===== config.mk =====
export PLATFORM = sky130hd
export DESIGN_NAME = causal_tile_partial_sum_reduce_top
export DESIGN_NICKNAME = d
export VERILOG_FILES = /design/src/rtl/ctpsr_pkg.sv /design/src/rtl/ctpsr_front.sv /design/src/rtl/ctpsr_queue.sv /design/src/rtl/ctpsr_back.sv /design/src/rtl/causal_tile_partial_sum_reduce_top.sv
export VERILOG_INCLUDE_DIRS = /design/src /design/src/rtl
export SDC_FILE = /design/constraint.sdc
export NUM_CORES = 2
export LEC_CHECK = 0
export ABC_AREA = 1
export BUFFER_PORTS_ARGS = -buffer_cell sky130_fd_sc_hd__buf_4
export CORE_UTILIZATION = 50
export CTS_BUF_LIST = sky130_fd_sc_hd__clkbuf_16
export CTS_CLUSTER_SIZE = 14
export DETAILED_ROUTE_END_ITERATION = 10
export GPL_TIMING_DRIVEN = 0
export HOLD_SLACK_MARGIN = 0.06
export PLACE_DENSITY = 0.66
export SKIP_CTS_REPAIR_TIMING = 1
export SLEW_MARGIN = 20
export SYNTH_ARGS = -nofsm -noshare
export SYNTH_HDL_FRONTEND = slang
export SYNTH_SLANG_ARGS = --single-unit

===== constraint.sdc =====
create_clock -name clock -period 38.6 [get_ports clock]
set_input_delay 0 -clock clock [delete_from_list [all_inputs] [get_ports clock]]
set_output_delay 0 -clock clock [all_outputs]
set_load 0.01 [all_outputs]

===== src/rtl/causal_tile_partial_sum_reduce_top_macros.svh =====
// Assertion macros used by the reducer RTL (ctpsr_back).
`ifndef CAUSAL_TILE_PARTIAL_SUM_REDUCE_TOP_MACROS_SVH
`define CAUSAL_TILE_PARTIAL_SUM_REDUCE_TOP_MACROS_SVH
`ifndef NO_ASSERTIONS
// Same-cycle implication.
`define CTPSR_ASSERT_NOW(label, clk, rst, ante, cons) \
   label: assert property (@(posedge clk) disable iff (rst) (ante) |-> (cons)) \
      else $error("assertion failed");
// Next-cycle implication.
`define CTPSR_ASSERT_NEXT(label, clk, rst, ante, cons) \
   label: assert property (@(posedge clk) disable iff (rst) (ante) |=> (cons)) \
      else $error("assertion failed");
`else
`define CTPSR_ASSERT_NOW(label, clk, rst, ante, cons)
`define CTPSR_ASSERT_NEXT(label, clk, rst, ante, cons)
`endif
`endif


===== src/rtl/ctpsr_pkg.sv =====
package ctpsr_pkg;

   localparam int TILE_ROWS_DEFAULT = 64;
   localparam int LANES = 4;

   localparam logic [0:0] CSR_KEY_TILE_COUNT = 1'b0;
   localparam logic [0:0] CSR_CAUSAL_ENABLE  = 1'b1;

   typedef struct packed {
      logic                   clear;
      logic                   emit;
      logic [15:0]            row;
      logic [LANES-1:0][31:0] lanes;
   } work_type;

   function automatic logic [31:0] half_to_single(input logic [15:0] h);
      logic [4:0]  ex;
      logic [9:0]  man;
      logic [9:0]  nm;
      logic [7:0]  e32;
      logic [3:0]  lz;
      logic        found;
      logic [31:0] res;
      ex    = h[14:10];
      man   = h[9:0];
      lz    = '0;
      found = 1'b0;
      nm    = '0;
      e32   = '0;
      if (ex == 5'h1F) begin
         res = {h[15], 8'hFF, man, 13'b0};
      end else if (ex == 5'h00) begin
         if (man == 10'h0) begin
            res = {h[15], 31'b0};
         end else begin
            for (int i = 9; i >= 0; i--) begin
               if (!found && man[i]) begin
                  found = 1'b1;
                  lz    = 4'(9 - i);
               end
            end
            nm  = man << (lz + 4'd1);
            e32 = 8'd112 - {4'b0, lz};
            res = {h[15], e32, nm, 13'b0};
         end
      end else begin
         e32 = {3'b0, ex} + 8'd112;
         res = {h[15], e32, man, 13'b0};
      end
      return res;
   endfunction

   function automatic logic [15:0] single_to_half(input logic [31:0] b);
      logic        s;
      logic [7:0]  ex;
      logic [22:0] man;
      logic [23:0] full;
      logic [4:0]  shift;
      logic [15:0] r;
      logic [23:0] rem;
      logic [23:0] half;
      logic [15:0] res;
      s     = b[31];
      ex    = b[30:23];
      man   = b[22:0];
      full  = {1'b1, man};
      shift = '0;
      r     = '0;
      rem   = '0;
      half  = '0;
      res   = '0;
      if (ex == 8'hFF) begin
         res = (man != 23'h0) ? 16'h7E00 : {s, 15'h7C00};
      end else if (ex >= 8'd143) begin
         res = {s, 15'h7C00};
      end else if (ex < 8'd102) begin
         res = {s, 15'h0};
      end else begin
         if (ex <= 8'd112) begin
            shift = 5'(8'd126 - ex);
            r     = 16'(full >> shift);
            rem   = full & ((24'd1 << shift) - 24'd1);
            half  = 24'd1 << (shift - 5'd1);
         end else begin
            r    = {1'b0, 5'(ex - 8'd112), man[22:13]};
            rem  = {11'b0, man[12:0]};
            half = 24'h1000;
         end
         if (rem > half || (rem == half && r[0]))
            r = r + 16'd1;
         res = {s, 15'h0} | r;
      end
      return res;
   endfunction

   // Binary32 add, round to nearest even, subnormals kept.
   function automatic logic [31:0] fp32_add(input logic [31:0] a, input logic [31:0] b);
      logic        a_nan, b_nan, a_inf, b_inf;
      logic        swap;
      logic [31:0] big, lesser;
      logic [7:0]  e_big, e_small, d, e_n, sh;
      logic [23:0] m_big, m_small;
      logic [26:0] small_ext, small_al;
      logic        sticky;
      logic [27:0] s;
      logic [26:0] s_n;
      logic [4:0]  lz;
      logic [7:0]  field;
      logic        rnd;
      logic [30:0] packed_res;
      logic [31:0] res;
      a_nan = (a[30:23] == 8'hFF) && (a[22:0] != 23'h0);
      b_nan = (b[30:23] == 8'hFF) && (b[22:0] != 23'h0);
      a_inf = (a[30:23] == 8'hFF) && (a[22:0] == 23'h0);
      b_inf = (b[30:23] == 8'hFF) && (b[22:0] == 23'h0);
      swap   = b[30:0] > a[30:0];
      big    = swap ? b : a;
      lesser = swap ? a : b;
      e_big   = (big[30:23] == 8'h0) ? 8'd1 : big[30:23];
      e_small = (lesser[30:23] == 8'h0) ? 8'd1 : lesser[30:23];
      m_big   = {big[30:23] != 8'h0, big[22:0]};
      m_small = {lesser[30:23] != 8'h0, lesser[22:0]};
      d = e_big - e_small;
      small_ext = {m_small, 3'b0};
      sticky    = 1'b0;
      if (d >= 8'd27) begin
         small_al = {26'b0, m_small != 24'h0};
      end else begin
         small_al = small_ext >> d;
         sticky   = |(small_ext & 27'((28'd1 << d) - 28'd1));
         small_al[0] = small_al[0] | sticky;
      end
      if (a[31] == b[31])
         s = {1'b0, m_big, 3'b0} + {1'b0, small_al};
      else
         s = {1'b0, m_big, 3'b0} - {1'b0, small_al};
      lz  = '0;
      for (int i = 0; i < 27; i++) begin
         if (s[i])
            lz = 5'(26 - i);
      end
      if (s[27]) begin
         s_n = {s[27:2], s[1] | s[0]};
         e_n = e_big + 8'd1;
      end else begin
         sh  = ({3'b0, lz} < (e_big - 8'd1)) ? {3'b0, lz} : (e_big - 8'd1);
         s_n = s[26:0] << sh;
         e_n = e_big - sh;
      end
      field = s_n[26] ? e_n : 8'h0;
      rnd   = s_n[2] && (s_n[1] || s_n[0] || s_n[3]);
      packed_res = {field, s_n[25:3]} + 31'(rnd);
      if (a_nan || b_nan || (a_inf && b_inf && (a[31] != b[31])))
         res = 32'h7FC00000;
      else if (a_inf)
         res = a;
      else if (b_inf)
         res = b;
      else if (s == 28'h0)
         res = {a[31] & b[31], 31'h0};
      else if (e_n == 8'hFF)
         res = {big[31], 31'h7F800000};
      else
         res = {big[31], packed_res};
      return res;
   endfunction

endpackage


===== src/rtl/ctpsr_front.sv =====
module ctpsr_front #(
   parameter int TILE_ROWS = ctpsr_pkg::TILE_ROWS_DEFAULT
) (
   input  logic                 clock,
   input  logic                 reset,
   input  logic                 req_tvalid,
   output logic                 req_tready,
   input  logic [95:0]          req_tdata,
   input  logic                 csr_valid,
   output logic                 csr_ready,
   input  logic [0:0]           csr_index,
   input  logic [10:0]          csr_data,
   output logic                 push,
   output ctpsr_pkg::work_type  push_entry,
   input  logic                 q_ready
);
   import ctpsr_pkg::*;

   logic [10:0] key_tile_count_ff, key_tile_count_in;
   logic        causal_enable_ff, causal_enable_in;
   logic [15:0] row_index;
   logic [9:0]  tile_index;
   logic [10:0] last_tile;
   logic [19:0] tile_base;
   logic        beyond;
   logic        at_last;

   assign csr_ready = 1'b1;

   always_comb begin
      key_tile_count_in = key_tile_count_ff;
      causal_enable_in  = causal_enable_ff;
      if (csr_valid) begin
         case (csr_index)
            CSR_KEY_TILE_COUNT: key_tile_count_in = csr_data;
            CSR_CAUSAL_ENABLE:  causal_enable_in  = csr_data[0];
            default: ;
         endcase
      end
   end

   always_ff @(posedge clock) begin
      if (reset) begin
         key_tile_count_ff <= 11'd1;
         causal_enable_ff  <= 1'b0;
      end else begin
         key_tile_count_ff <= key_tile_count_in;
         causal_enable_ff  <= causal_enable_in;
      end
   end

   assign row_index  = req_tdata[15:0];
   assign tile_index = req_tdata[25:16];
   assign last_tile  = key_tile_count_ff - 11'd1;

   // In causal mode the row's last tile is row / TILE_ROWS; comparing the row
   // against tile * TILE_ROWS avoids the division.
   assign tile_base = 20'(tile_index) * 20'(TILE_ROWS);

   always_comb begin
      if (causal_enable_ff) begin
         beyond  = 20'(row_index) < tile_base;
         at_last = !beyond && (20'(row_index) < tile_base + 20'(TILE_ROWS));
      end else begin
         beyond  = {1'b0, tile_index} > last_tile;
         at_last = {1'b0, tile_index} == last_tile;
      end
   end

   assign req_tready = q_ready;
   assign push       = req_tvalid && q_ready && !beyond;

   always_comb begin
      push_entry.clear = tile_index == 10'd0;
      push_entry.emit  = at_last;
      push_entry.row   = row_index;
      for (int i = 0; i < LANES; i++)
         push_entry.lanes[i] = half_to_single(req_tdata[26 + 16*i +: 16]);
   end

endmodule


===== src/rtl/ctpsr_queue.sv =====
module ctpsr_queue (
   input  logic                 clock,
   input  logic                 reset,
   input  logic                 push,
   input  ctpsr_pkg::work_type  push_entry,
   output logic                 q_ready,
   output logic                 q_valid,
   output ctpsr_pkg::work_type  q_entry,
   input  logic                 pop
);
   import ctpsr_pkg::*;

   work_type    mem_ff [2];
   logic        wr_ptr_ff, wr_ptr_in;
   logic        rd_ptr_ff, rd_ptr_in;
   logic [1:0]  count_ff, count_in;

   assign q_ready = count_ff != 2'd2;
   assign q_valid = count_ff != 2'd0;
   assign q_entry = mem_ff[rd_ptr_ff];

   always_comb begin
      wr_ptr_in = push ? !wr_ptr_ff : wr_ptr_ff;
      rd_ptr_in = pop ? !rd_ptr_ff : rd_ptr_ff;
      count_in  = count_ff + 2'(push) - 2'(pop);
   end

   always_ff @(posedge clock) begin
      if (reset) begin
         wr_ptr_ff <= 1'b0;
         rd_ptr_ff <= 1'b0;
         count_ff  <= 2'd0;
      end else begin
         wr_ptr_ff <= wr_ptr_in;
         rd_ptr_ff <= rd_ptr_in;
         count_ff  <= count_in;
      end
   end

   always_ff @(posedge clock) begin
      if (push)
         mem_ff[wr_ptr_ff] <= push_entry;
   end

endmodule


===== src/rtl/ctpsr_back.sv =====
`include "causal_tile_partial_sum_reduce_top_macros.svh"
module ctpsr_back (
   input  logic                 clock,
   input  logic                 reset,
   input  logic                 q_valid,
   input  ctpsr_pkg::work_type  q_entry,
   output logic                 pop,
   output logic                 rsp_tvalid,
   input  logic                 rsp_tready,
   output logic [79:0]          rsp_tdata
);
   import ctpsr_pkg::*;

   logic [LANES-1:0][31:0] acc_ff, acc_in;
   logic                   pend_ff, pend_in;
   logic [15:0]            pend_row_ff, pend_row_in;
   logic                   rsp_valid_ff, rsp_valid_in;
   logic [79:0]            rsp_data_ff, rsp_data_in;
   logic                   rsp_adv;
   logic                   pend_ok;

   // The accumulators must hold while a finished sum waits for the output.
   assign rsp_adv = !rsp_valid_ff || rsp_tready;
   assign pend_ok = !pend_ff || rsp_adv;
   assign pop     = q_valid && pend_ok;

   always_comb begin
      acc_in = acc_ff;
      if (pop) begin
         for (int i = 0; i < LANES; i++)
            acc_in[i] = fp32_add(q_entry.clear ? 32'h0 : acc_ff[i], q_entry.lanes[i]);
      end
   end

   always_comb begin
      pend_row_in = pend_row_ff;
      if (pop) begin
         pend_in     = q_entry.emit;
         pend_row_in = q_entry.row;
      end else begin
         pend_in = pend_ff && !rsp_adv;
      end
   end

   always_comb begin
      rsp_data_in  = rsp_data_ff;
      rsp_valid_in = rsp_valid_ff && !rsp_tready;
      if (pend_ff && rsp_adv) begin
         rsp_valid_in = 1'b1;
         rsp_data_in[15:0] = pend_row_ff;
         for (int i = 0; i < LANES; i++)
            rsp_data_in[16 + 16*i +: 16] = single_to_half(acc_ff[i]);
      end
   end

   always_ff @(posedge clock) begin
      if (reset) begin
         acc_ff       <= '0;
         pend_ff      <= 1'b0;
         rsp_valid_ff <= 1'b0;
      end else begin
         acc_ff       <= acc_in;
         pend_ff      <= pend_in;
         rsp_valid_ff <= rsp_valid_in;
      end
   end

   always_ff @(posedge clock) begin
      pend_row_ff <= pend_row_in;
      rsp_data_ff <= rsp_data_in;
   end

   assign rsp_tvalid = rsp_valid_ff;
   assign rsp_tdata  = rsp_data_ff;

   `CTPSR_ASSERT_NOW(no_pop_when_blocked, clock, reset,
      pend_ff && rsp_valid_ff && !rsp_tready, !pop)
   `CTPSR_ASSERT_NEXT(emit_sets_pending, clock, reset, pop && q_entry.emit, pend_ff)
   `CTPSR_ASSERT_NEXT(pending_reaches_output, clock, reset, pend_ff && rsp_adv, rsp_valid_ff)

endmodule


===== src/rtl/causal_tile_partial_sum_reduce_top.sv =====
// Split-K reducer: each request carries a row, a key-tile number and four
// fp16 partials; lanes are widened to fp32 and summed in arrival order, tile 0
// restarting the sums, and at the row's last tile (row / TILE_ROWS when causal,
// else key_tile_count - 1) the four sums are rounded to fp16 and sent as one
// response. Tiles past the last are dropped. One request is taken every cycle
// while the queue has room; the rate is set by the combinational fp32 adder
// in each lane's accumulator loop. A two-entry queue between the classifier
// and the accumulators absorbs stalls.
module causal_tile_partial_sum_reduce_top #(
   parameter int TILE_ROWS = ctpsr_pkg::TILE_ROWS_DEFAULT
) (
   input  logic        clock,
   input  logic        reset,
   input  logic        req_tvalid,
   output logic        req_tready,
   // row_index, tile_index, lane0_half, lane1_half, lane2_half, lane3_half, zero pad
   input  logic [95:0] req_tdata,
   output logic        rsp_tvalid,
   input  logic        rsp_tready,
   // out_row, sum0_half, sum1_half, sum2_half, sum3_half
   output logic [79:0] rsp_tdata,
   input  logic        csr_valid,
   output logic        csr_ready,
   input  logic [0:0]  csr_index,
   input  logic [10:0] csr_data
);
   import ctpsr_pkg::*;

   logic     push;
   work_type push_entry;
   logic     q_ready;
   logic     q_valid;
   work_type q_entry;
   logic     pop;

   ctpsr_front #(.TILE_ROWS(TILE_ROWS)) u_front (
      .clock      (clock),
      .reset      (reset),
      .req_tvalid (req_tvalid),
      .req_tready (req_tready),
      .req_tdata  (req_tdata),
      .csr_valid  (csr_valid),
      .csr_ready  (csr_ready),
      .csr_index  (csr_index),
      .csr_data   (csr_data),
      .push       (push),
      .push_entry (push_entry),
      .q_ready    (q_ready)
   );

   ctpsr_queue u_queue (
      .clock      (clock),
      .reset      (reset),
      .push       (push),
      .push_entry (push_entry),
      .q_ready    (q_ready),
      .q_valid    (q_valid),
      .q_entry    (q_entry),
      .pop        (pop)
   );

   ctpsr_back u_back (
      .clock      (clock),
      .reset      (reset),
      .q_valid    (q_valid),
      .q_entry    (q_entry),
      .pop        (pop),
      .rsp_tvalid (rsp_tvalid),
      .rsp_tready (rsp_tready),
      .rsp_tdata  (rsp_tdata)
   );

endmodule


; ---- Yosys cells after proc, flatten, opt, wreduce, memory -nomap -nowiden
; Memories as Yosys holds them, arrays and structs flattened. A register that Yosys moved wholly into a read port is not among the register bits.
; Cells that the tools add are included.
[op_classes]
add_sub_neg = 68
mul = 0
div = 0
magnitude_cmp = 31
n_eq_ne = 34
shifts = 28
n_mux = 500
n_bitwise = 25
reduce_logical = 201
[op_table]
columns = cell, count
row1 = two-way mux 24 bit, 40
row2 = two-way mux 16 bit, 56
row3 = two-way mux 32 bit, 24
row4 = two-way mux 31 bit, 20
row5 = two-way mux 5 bit, 112
row6 = two-way mux 27 bit, 16
row7 = nonzero test 23 bit, 12
row8 = two-way mux 28 bit, 8
row9 = two-way mux 8 bit, 24
row10 = "<< shifter 1 x 5 -> 24 bit, first input constant", 8
row11 = logical NOT 23 bit, 8
row12 = two-way mux 1 bit, 156
row13 = "== test 8 bit, second input constant", 16
row14 = adder 31 x 1 -> 31 bit, 4
row15 = greater-than comparator 31 bit, 4
row16 = adder 27 x 27 -> 28 bit, 4
row17 = logical NOT 28 bit, 4
row18 = subtractor 27 x 27 -> 28 bit, 4
row19 = bitwise AND 27 bit, 4
row20 = OR reduction 27 bit, 4
row21 = "<< shifter 1 x 8 -> 27 bit, first input constant", 4
row22 = << shifter 27 x 8 -> 27 bit, 4
row23 = right shift 27 x 8 -> 27 bit, 4
row24 = "subtractor 27 x 1 -> 27 bit, second input constant", 4
row25 = 50 further kinds, 343
[word_totals]
regBits = 242
latchBits = 0
ramBits = 292
romBits = 0
word_cells = 901
memories = 1
[mem_list]
columns = memory, depth, width, rd, rd_clocked_by_memory_dff, wr, line
row1 = u_queue.mem_ff, 2, 146, 1, 1, 1, ctpsr_queue.sv:13  ; work_type mem_ff [2];

; ---- Logic depth before layout (Yosys ltp)
[depth]
depth_word = 63
depth_mapped = 119
ltp_nobuf = 112

; ---- Cells and area by module
; A second synthesis with hierarchy kept.
[hier_totals]
cells_unflattened = 13458
area_unflattened_um2 = 81485.7
[modules_own_cells]
columns = mod, instances, cells_each, area_per_inst_um2, seq_area_each_um2
row1 = ctpsr_back, 1, 12073, 65567.9, 5485.3
row2 = ctpsr_queue, 1, 485, 10841.6, 8868.5
row3 = ctpsr_front, 1, 900, 5076.1, 240.2

; ---- Worst setup path before layout
; Ideal clock, no wire load.
[synth_path]
path_kind = register to register
from = register with a tool-made name
to = register u_back.acc_ff[1] in the netlist's numbering
setup_ns = 0.129
arrival_time_ns = 13.445
required_time_ns = 38.471
setup_slack_ns = 25.025
stages_incl_launch_ff = 104
n_path_buf = 13
synth_period_minus_slack_ns = 13.575
cell_sequence = dfxtp_1 -> buf_6 -> buf_12 -> buf_12 -> buf_6 -> buf_2 -> clkbuf_1 -> nand2_1 -> o21ai_0 -> ha_1 -> nand4_1 -> nor3_1 -> nand3_1 -> or2_1 -> buf_4 -> nand2_4 -> buf_6 -> buf_6 -> [68 not listed] -> ha_1 -> nand3_1 -> and2_1 -> or2_2 -> nand2_1 -> inv_1 -> nand2_1 -> nand3_1 -> nand2_1 -> nand2_1 -> nand2_1 -> xor2_1 -> nand2_2 -> nand2_2 -> nor2_4 -> buf_4 -> nand4_1 -> a21oi_1
[synth_lines]
columns = item, line
row1 = "end signal, assigned", ctpsr_back.sv:62  ; acc_ff <= acc_in;
row2 = "end, declared", ctpsr_back.sv:14  ; logic [LANES-1:0][31:0] acc_ff, acc_in;

==> flow_metrics.tcl <==
set metrics [dict create \
    grt_pass1_vias 82500 \
    cap_violations 0 \
    syn_inst 12800 \
    report.final.slew_viol_count 0 \
    antenna_found_initial 25 \
    finalWirelength_mm 323 \
    areaGrowthSynthToFinish_pct 9.53 \
    num_io_pins 196 \
    clockBufferDepth 3 \
    numCtsBuffers 46 \
    top_usage_layer "met2" \
    setup_ws_ns 19.47 \
    hold_viol 0 \
    arrival_ns 19.70 \
    grt_overflow 0 \
    violations "design-rule violations" \
    path_clk_slew_ns 0.06 \
    synth_area_leaders "nand2_1, edfxtp_1, nand3_1" \
    grt_max_degree 29 \
    die_h_um 385 \
    yosysMostFrequentCell "nand2_1" \
    min-delay-path-class "in -> reg" \
    clkLatencyLatePin_ns 0.67 \
    skew_ns 0.0275 \
    core_area_um2 145000 \
    dp_slack_ns 20.18 \
    syn-num-nets 13400 \
    critical_path.top_delay_family "simple AND/OR/NAND/NOR gates" \
    syn_area_um2 73200 \
    use_met2 0.623 \
    start_kind "flop" \
    fin_crit_sh 0.496 \
    critPathSlowestCell "xor2_1" \
    synth_top_flop_cell "edfxtp_1" \
    grt_first_pass_wirelength_mm 480 \
    globalplace.congestion 1.12 \
    grt_util_met1 0.544 \
    first_pass_iters 11 \
    synth_warnings 0 \
    die_w_um 385 \
    dr_total_vias 92500 \
    track_usage 0.412 \
    max_freq_ghz 0.0523 \
    final_nets 13800 \
    yosysUniqueCellTypes 95 \
    drive_above_1_share 0.0678 \
    rsz0062_at_grt "false" \
    syn_avg_cell_area_um2 5.72 \
    max_stage_delay_ns 0.90 \
    end_kind "flop" \
    ys_async_sr_fraction 0 \
    critical_path.max_fanout 10 \
    maxSlewHeadroom 0.170 \
    root_buffer "clkbuf_16" \
    cts_tree "built" \
    drtIter0Drc 12000 \
    synth_edf_count 276 \
    worst_pin_slew_ns 1.25 \
    synth_area_leader_cell "nand2_1" \
    critPathRequiredTime_ns 39.18 \
    grt_use_met3 0.103 \
    status "complete, but fails checks" \
    drc_errors 2 \
    io_buffer_count 187 \
    yosysSeqAreaShare 0.153 \
    final.setup.tns_ns 0 \
    ys_ff_latch 423 \
    synth_top_area_frac 0.183 \
    cts_sinks 423 \
    min_period_ns 19.13 \
    start_util 0.503 \
    critPathKind "reg -> reg" \
    cts_max_level 2 \
    viasPerCell 6.11 \
    synth.top_cells.by_count "nand2_1, inv_1, nand3_1" \
    dieArea_um2 148000 \
    dp_hpwl_mm 261 \
    nFillCells 15100 \
    rows 140 \
    wire_per_inst_um 21.4 \
    critPathBufInv 21 \
    setup_viol 0 \
    ant_nets 0 \
]
## layout by cell type (no fill, tap or decap), types with 49 or more instances in the layout
cell type / instances
inv_2: 52
buf_2: 68
buf_6: 71
dlygate4sd3_1: 127
edfxtp_1: 276
inv_1: 1614
o21ai_1: 74
nand4_1: 322
o211ai_1: 69
or2_2: 58
dfxtp_1: 147
a31oi_1: 55
o21ai_0: 818
nand3_1: 1531
a211oi_1: 61
nand2_1: 3572
clkbuf_16: 49
nor4_1: 70
nand2_2: 93
nor2_1: 1319
clkbuf_1: 213
nor2_2: 59
xnor2_1: 55
buf_4: 233
ha_1: 525
nor3_1: 200
xor2_1: 108
a21oi_1: 642
## stage by stage
stage                     hold slack, ns  area [um2]   util  instances
after floorplan                   0.0989       73200      -      12800
after global placement             0.185       77000  0.530      14900
after detailed placement           0.188       77400  0.532      14900
after CTS                         -0.507       78900  0.543      15000
after global routing              0.0616       80100  0.551      15100
final                             0.0675       80200  0.551      15100
## sequential cells by signal (all words and copies together), names as in the netlist, named ones only
| register | count |
|---|---|
| u_back.rsp_tvalid | 1 |
| u_back.pend_ff | 1 |
| u_queue.rd_ptr_ff | 1 |
| u_front.causal_enable_ff | 1 |
| u_front.key_tile_count_ff | 11 |
| u_back.rsp_tdata | 80 |
| u_back.acc_ff | 128 |
| u_queue.mem_ff | 180 |
| u_queue.wr_ptr_ff | 1 |
| u_queue.count_ff | 2 |
| u_back.pend_row_ff | 16 |
## layout make-up
| cell class | instances | area (um2) | area share |
|---|---|---|---|
| multi-input combinational | 10200 | 53000 | 0.661 |
| clock inverter | 37 | 320 | 0.00400 |
| buffer | 462 | 2650 | 0.0331 |
| inverter | 1688 | 6340 | 0.0791 |
| tap | 1917 | 2400 | 0.0299 |
| antenna | 17 | 42.5 | 0.000531 |
| clock buffer | 49 | 1230 | 0.0153 |
| timing repair buffer | 320 | 2930 | 0.0366 |
| sequential | 423 | 11200 | 0.140 |
## per-layer routing
layer | wire [um] | vias up | part of all wire
met5 | 334 | - | 0.0010
met4 | 18400 | 22 | 0.057
met3 | 38500 | 1084 | 0.12
met2 | 134000 | 5704 | 0.42
met1 | 131000 | 42300 | 0.41
li1 | - | 43300 | -
## logic make-up (layout without fill, tap and decap cells)
| logic type | Yosys count | after routing | share of synthesized area |
|---|---|---|---|
| other | 1 | 18 | 0.0000512 |
| DFF | 423 | 423 | 0.153 |
| and+or+nand+nor | 7414 | 7414 | 0.444 |
| xor gates and xnor gates | 166 | 166 | 0.0202 |
| adders and majority gates | 537 | 537 | 0.0930 |
| muxes | 36 | 36 | 0.00492 |
| AOI/OAI and AO/OA | 2059 | 2059 | 0.161 |
| buffers and inverters | 2150 | 2556 | 0.123 |
## path summary, 6_finish.rpt
check                                                       from                                to  slack [ns]  cells past startpoint
worst max register to register                              flop     u_back.acc_ff[6]$_SDFFE_PP0P_       19.47                     91
worst min-delay path                                req_tdata[0]  u_queue.mem_ff[0][128]$_DFFE_PP_        0.07                      2
worst max-delay path                                        flop     u_back.acc_ff[6]$_SDFFE_PP0P_       19.47                     91
worst min register to register  u_back.pend_row_ff[11]$_DFFE_PP_    u_back.rsp_tdata[11]$_DFFE_PP_        0.41                      0
Power is left out: the tool's default activity adds up to more than one toggle a clock period on the data nets, which glitch-free logic cannot reach.
